==> config.mk <==
export PLATFORM = sky130hd
export DESIGN_NAME = mcdm_ctrl
export DESIGN_NICKNAME = d
export VERILOG_FILES = /design/src/rtl/core/mcdm_pkg.sv /design/src/rtl/core/mcdm_ctrl.sv
export SDC_FILE = /design/constraint.sdc
export NUM_CORES = 1
export LEC_CHECK = 0
export BUFFER_PORTS_ARGS = -buffer_cell sky130_fd_sc_hd__buf_2
export CAP_MARGIN = 20
export CORE_AREA = 2 2 39 41
export DETAILED_ROUTE_END_ITERATION = 16
export DIE_AREA = 0 0 41 43
export HOLD_SLACK_MARGIN = 0.06
export PLACE_DENSITY_LB_ADDON = 0.1
export REMOVE_ABC_BUFFERS = 1
export SYNTH_ARGS = -nofsm -noshare
export SYNTH_HDL_FRONTEND = slang
export SYNTH_SLANG_ARGS = --single-unit
==> constraint.sdc <==
create_clock -name clk -period 1.5 [get_ports clk]
set_clock_uncertainty 0.2 [all_clocks]
set_input_delay 0.225 -clock clk [delete_from_list [all_inputs] [get_ports clk]]
set_output_delay 0.225 -clock clk [all_outputs]
set_load 0.01 [all_outputs]
==> src/rtl/core/mcdm_pkg.sv <==
// Shared types and constants for the multi-channel deadline monitor.
// Used by mcdm_ctrl, mcdm_dp and the top level; no dependencies.
package mcdm_pkg;

  localparam int DEF_CHANNELS = 64;
  localparam int MASK_W = 64;
  localparam int CIU_W = 7;
  localparam int CH_FIELD_W = 6;
  localparam int TO_W = 32;
  localparam int CNT_W = 32;
  localparam logic [TO_W-1:0] ALL_ONES = '1;

  typedef enum logic [2:0] {
    REQ_TICK    = 3'd0,
    REQ_START   = 3'd1,
    REQ_STOP    = 3'd2,
    REQ_RX_IND  = 3'd3,
    REQ_HANDLE  = 3'd4,
    REQ_QUERY   = 3'd5,
    REQ_SET_TO  = 3'd6
  } req_t;

  typedef enum logic [1:0] {
    TS_STOPPED = 2'd0,
    TS_RUNNING = 2'd1,
    TS_EXPIRED = 2'd2,
    TS_ERROR   = 2'd3
  } tstate_t;

  localparam logic [1:0] CFG_CIU = 2'd0;
  localparam logic [1:0] CFG_RXM = 2'd1;
  localparam logic [1:0] CFG_GRP = 2'd2;

  localparam logic [2:0] ACT_MAX = 3'd3;

  typedef struct packed {
    logic load;
    logic fetch;
    logic exec;
    logic sweep_run;
    logic post;
  } cmd_t;

  typedef struct packed {
    logic is_tick;
    logic sweep_done;
  } sts_t;

endpackage

==> src/rtl/core/mcdm_ctrl.sv <==
// Request sequencer for the deadline monitor: handshakes and command strobes.
// Depends on mcdm_pkg; drives mcdm_dp through cmd_t, reads sts_t.
module mcdm_ctrl (
  input  logic          clk,
  input  logic          rst_n,
  input  logic          in_valid,
  output logic          in_ready,
  output logic          out_valid,
  input  logic          out_ready,
  input  mcdm_pkg::sts_t sts,
  output mcdm_pkg::cmd_t cmd
);
  import mcdm_pkg::*;

  typedef enum logic [3:0] {
    S_IDLE  = 4'b0001,
    S_FETCH = 4'b0010,
    S_EXEC  = 4'b0100,
    S_SWEEP = 4'b1000
  } state_t;

  state_t state_r, state_nxt;
  logic   out_valid_r, out_valid_nxt;
  logic   slot_free;

  assign slot_free = !out_valid_r || out_ready;
  assign out_valid = out_valid_r;
  assign in_ready  = (state_r == S_IDLE);

  always_comb begin
    state_nxt = state_r;
    cmd       = '0;
    unique case (state_r)
      S_IDLE: begin
        if (in_valid) begin
          cmd.load  = 1'b1;
          state_nxt = sts.is_tick ? S_SWEEP : S_FETCH;
        end
      end
      S_FETCH: begin
        cmd.fetch = 1'b1;
        state_nxt = S_EXEC;
      end
      S_EXEC: begin
        if (slot_free) begin
          cmd.exec  = 1'b1;
          state_nxt = S_IDLE;
        end
      end
      S_SWEEP: begin
        if (!sts.sweep_done) begin
          cmd.sweep_run = 1'b1;
        end else if (slot_free) begin
          cmd.post  = 1'b1;
          state_nxt = S_IDLE;
        end
      end
      default: state_nxt = S_IDLE;
    endcase
  end

  always_comb begin
    out_valid_nxt = out_valid_r;
    if (out_ready) begin
      out_valid_nxt = 1'b0;
    end
    if (cmd.exec || cmd.post) begin
      out_valid_nxt = 1'b1;
    end
  end

  always_ff @(posedge clk) begin
    if (!rst_n) begin
      state_r     <= S_IDLE;
      out_valid_r <= 1'b0;
    end else begin
      state_r     <= state_nxt;
      out_valid_r <= out_valid_nxt;
    end
  end

`ifndef NO_ASSERTIONS
  a_load_into_free_slot: assert property (@(posedge clk) disable iff (!rst_n)
    (cmd.exec || cmd.post) |-> (!out_valid_r || out_ready))
    else $error("result loaded over a pending beat");
  a_exec_after_fetch: assert property (@(posedge clk) disable iff (!rst_n)
    (state_r == S_EXEC) |-> ($past(state_r) == S_FETCH || $past(state_r) == S_EXEC))
    else $error("exec entered without fetch");
  a_out_hold: assert property (@(posedge clk) disable iff (!rst_n)
    (out_valid_r && !out_ready) |=> out_valid_r)
    else $error("result beat dropped before accept");
`endif

endmodule

## Word-level counts from Yosys, hierarchy flattened

Cells that the tools add are included.

| storage, ports and cells | value |
|---|---|
| bits in registers | 5 |
| input port bits | 6 |
| output and inout port bits | 7 |
| word-level logic and storage cells | 28 |

| cells by class | value |
|---|---|
| equal/unequal tests | 6 |
| multiplexer cells | 15 |
| reductions and logical operators | 5 |

Operators with widths:

| operator | number |
|---|---|
| $mux 4 | 4 |
| $pmux 4 s4 | 1 |
| $mux 1 | 9 |
| $eq 4x1->1 const B | 1 |
| $eq 4x2->1 const B | 1 |
| $eq 4x3->1 const B | 1 |
| $eq 4x4->1 const B | 1 |
| $ne 2x2->1 const B | 2 |
| $logic_or 1x1->1 | 2 |
| $mux 2 | 1 |
| $reduce_and 2->1 | 1 |
| $reduce_bool 2->1 | 1 |
| $logic_not 1->1 | 1 |

## Logic depth before layout (Yosys ltp)

| logic depth | value |
|---|---|
| word-level depth | 7 |
| gate-level depth with buffers | 3 |
| gate-level depth less buffers | 3 |

## Least setup slack after synthesis

OpenSTA, ideal clock, no wires.

| timing | value |
|---|---|
| path type | register to output |
| start point | reg state_r[0] |
| end point | out cmd[4] (netlist name) |
| data arrival time | 1175 ps |
| required time | 1075 ps |
| path slack | -100 ps |
| cell stages (with the launch flop) | 3 |
| buffers on the path | 0 |
| path through | dfxtp_1 nor4b_2 and2_2 |

RTL lines:

| element | line | RTL |
|---|---|---|
| start: declaration | mcdm_ctrl.sv:22 | `state_t state_r, state_nxt;` |
| start signal: assignment | mcdm_ctrl.sv:77 | `state_r <= state_nxt;` |
| end: declaration | mcdm_ctrl.sv:11 | `output mcdm_pkg::cmd_t cmd` |

==> metrics.cfg <==
[detailed_routing]
drc = 0
ant_nets = 0
wl_per_cell_um = 11.6
vias_per_cell = 4.73
drt-pass1-iter-count = 4
drt-initial-drc-count = 3
routed_wirelength_um = 959
vias = 393

[clock_tree]
cts_tree = yes
cts_root_buffer = clkbuf_4
htreeDepth = 1
cts.sinks = 5
clockBufferDepth = 2
clk_pin_slew_ns = 0.04
cts_buffers = 3
clk_latency_ns = 0.24

[yosys]
avgSynthCellArea_um2 = 9.10
yosysUniqueCellTypes = 22
ys_seq_elements = 5
synth_top_area_share_pct = 29.7
synth_warnings = 0
yosysSeqAreaShare_pct = 29.7
netlist_area_um2 = 337
syn_inst = 37
synthTopCellsByArea = dfxtp_1 30%, nor4b_2 18%, or3b_1 5.2%
yosys.area.top_type = dfxtp_1

[grt]
grt_overflow = 0
grt_util_all_layers_pct = 13.3
grt_start_max_net_pins = 8
grt_pass1_wl_um = 1570
grt_antenna_before_repair = 0
grt_pass1_vias = 381

[sta]
slew_headroom_pct = 80.9
final.setup.worst_slack_ns = -0.267
rsz0062_at_grt = yes
finalSetupViolations = 6
worst_pin_slew_ns = 0.285
fmax_ghz = 0.566
timing.final.crit_share_pct = 118
hold_violations = 0
slew_viol_final = 0
fin_crit_ns = 1.77

[layout]
n_fill_cell = 131
antenna_cells = 0
layout-drive-gt1-share_pct = 62.7
fin_nets = 74
syn_to_final_growth_pct = 88.8
seqCellArea_um2 = 115
post-route-cell-area_um2 = 636
multi_input_area_um2 = 274

[place]
gp_routability_congestion = 0.804
dpl_worst_slack_ns = -0.0531
placed_cell_area_um2 = 484
detailedPlacementHpwl_um = 715
io_buffers = 12

[worst_setup_path]
criticalPathCategory = reg -> out
required_ns = 1.07
crit_arrival_ns = 1.34
start_kind = flip-flop
end_kind = output port
cp_max_fo = 4

[die]
die_h_um = 43
die_w_um = 41
rows = 14
core-area_um2 = 1380
start_util_pct = 24.3
pin_count = 13
dieArea_um2 = 1760

[pwr]
pwr-share-clk_pct = 32.5
p_int_w = 0.000332
leakagePower_nw = 0.290
vdd_ir_drop_max_v = 0.000410
power_frac_comb_pct = 32.1
p_seq_share_pct = 35.4
p_per_area_nw_per_um2 = 733
p_sw_w = 0.000134
p_sw_share_pct = 28.8

[outcome]
violations = setup timing
outcome = finished, violations left

[flow_run]
cap_violations = 0

[worst_hold_path]
hold_path_class = in -> reg

-- worst max-delay path, cell delays in order, from the launching register on --
cell     delay (ns)
dfxtp_4        0.35
or4b_4         0.54
nor2_1         0.09
buf_2          0.13
-- registers in the layout, summed over array words and instances (netlist names) --
name,flops
state_r,4
out_valid,1
-- layout by cell type, fill, tap and decap left out, types with 2 or more instances in the layout --
master	count
buf_2	11
buf_4	10
nor4b_4	4
inv_1	4
buf_6	4
dfxtp_4	4
nor2_1	3
clkbuf_4	3
and2_1	2
a31oi_1	2
-- area by class of cell --
class | count | area share [%]
repair buffers | 26 | 29.1
multi-input cells | 28 | 43.1
well taps | 16 | 3.15
inverters | 4 | 2.36
clock buffers | 4 | 4.13
flip-flops and latches | 5 | 18.1
-- path summary, 6_finish.rpt --
check	start	cells past startpoint	slack (ns)	to
hold reg to reg	out_valid$_SDFFE_PN0P_	2	0.31	out_valid$_SDFFE_PN0P_
hold / removal	rst_n	3	0.08	state_r[1]$_SDFFE_PN0P_
setup / recovery	state_r[1]$_SDFFE_PN0P_	3	-0.27	cmd[2]
setup reg to reg	state_r[2]$_SDFFE_PN0P_	5	0.01	state_r[3]$_SDFFE_PN0P_
-- stage by stage --
step	total power [W]	utilization, %	hold WS (ns)	TNS, ns	instances
after floorplan	0.000216	-	0.168	-0.133	37
after global placement	0.000270	35.0	0.296	-0.134	74
after detailed placement	0.000272	35.0	0.298	-0.156	74
after CTS	0.000467	44.6	0.0637	-1.07	82
after global routing	0.000497	45.9	0.0758	-1.63	83
final	0.000466	45.9	0.0777	-1.03	83
-- synthesized netlist by cell type --
cell and instances:
xor2_1 1, o21ai_1 1, dfxtp_1 5, a211o_1 1, and2_1 2, and2_2 1
o31ai_1 1, or3b_1 2, a31oi_1 2, nand2b_1 1, nor4b_2 4, a22oi_1 1
a211oi_2 1, nand3b_1 1, nor3_1 1, inv_1 4, nor2_1 3, nand4_1 1
nand2_1 1, nor2b_1 1, or4b_1 1, a21oi_1 1
-- power groups by stage --
stage                logic, W  clock network (W)  registers [W]
detailed placement   0.000110                  0       0.000162
floorplan           0.0000567                  0       0.000160
finish               0.000150           0.000152       0.000165
global placement     0.000110                  0       0.000161
CTS                  0.000144           0.000159       0.000164
global route         0.000161           0.000169       0.000167
-- kinds of logic (layout without fill, tap and decap cells) --
group	Yosys count	count (layout)	share of synthesized area [%]
AOI/OAI and AO/OA	8	8	17.5
xor gates and xnor gates	1	1	2.60
buffers and inverters	4	34	4.46
DFF	5	5	29.7
and+or+nand+nor	19	19	45.7
-- repair_timing --
| action | CTS | global route |
|---|---|---|
| setup endpoints to repair | 9 | 9 |
| pin swaps | 4 | 3 |
| gates resized for setup | 18 | 3 |
| buffers inserted | 3 | 1 |
| hold buffers | 1 | 0 |
| endpoints found under the hold margin | 1 | 0 |
-- layer usage --
metal	GRT usage [%]	vias up	share of wire, %
li1	-	197	-
met1	14.1	179	39
met2	21.9	17	54
met3	4.71	0	6.4
met4	6.00	0	0
met5	0	-	0
No activity file was read; power rests on OpenSTA's default activity.
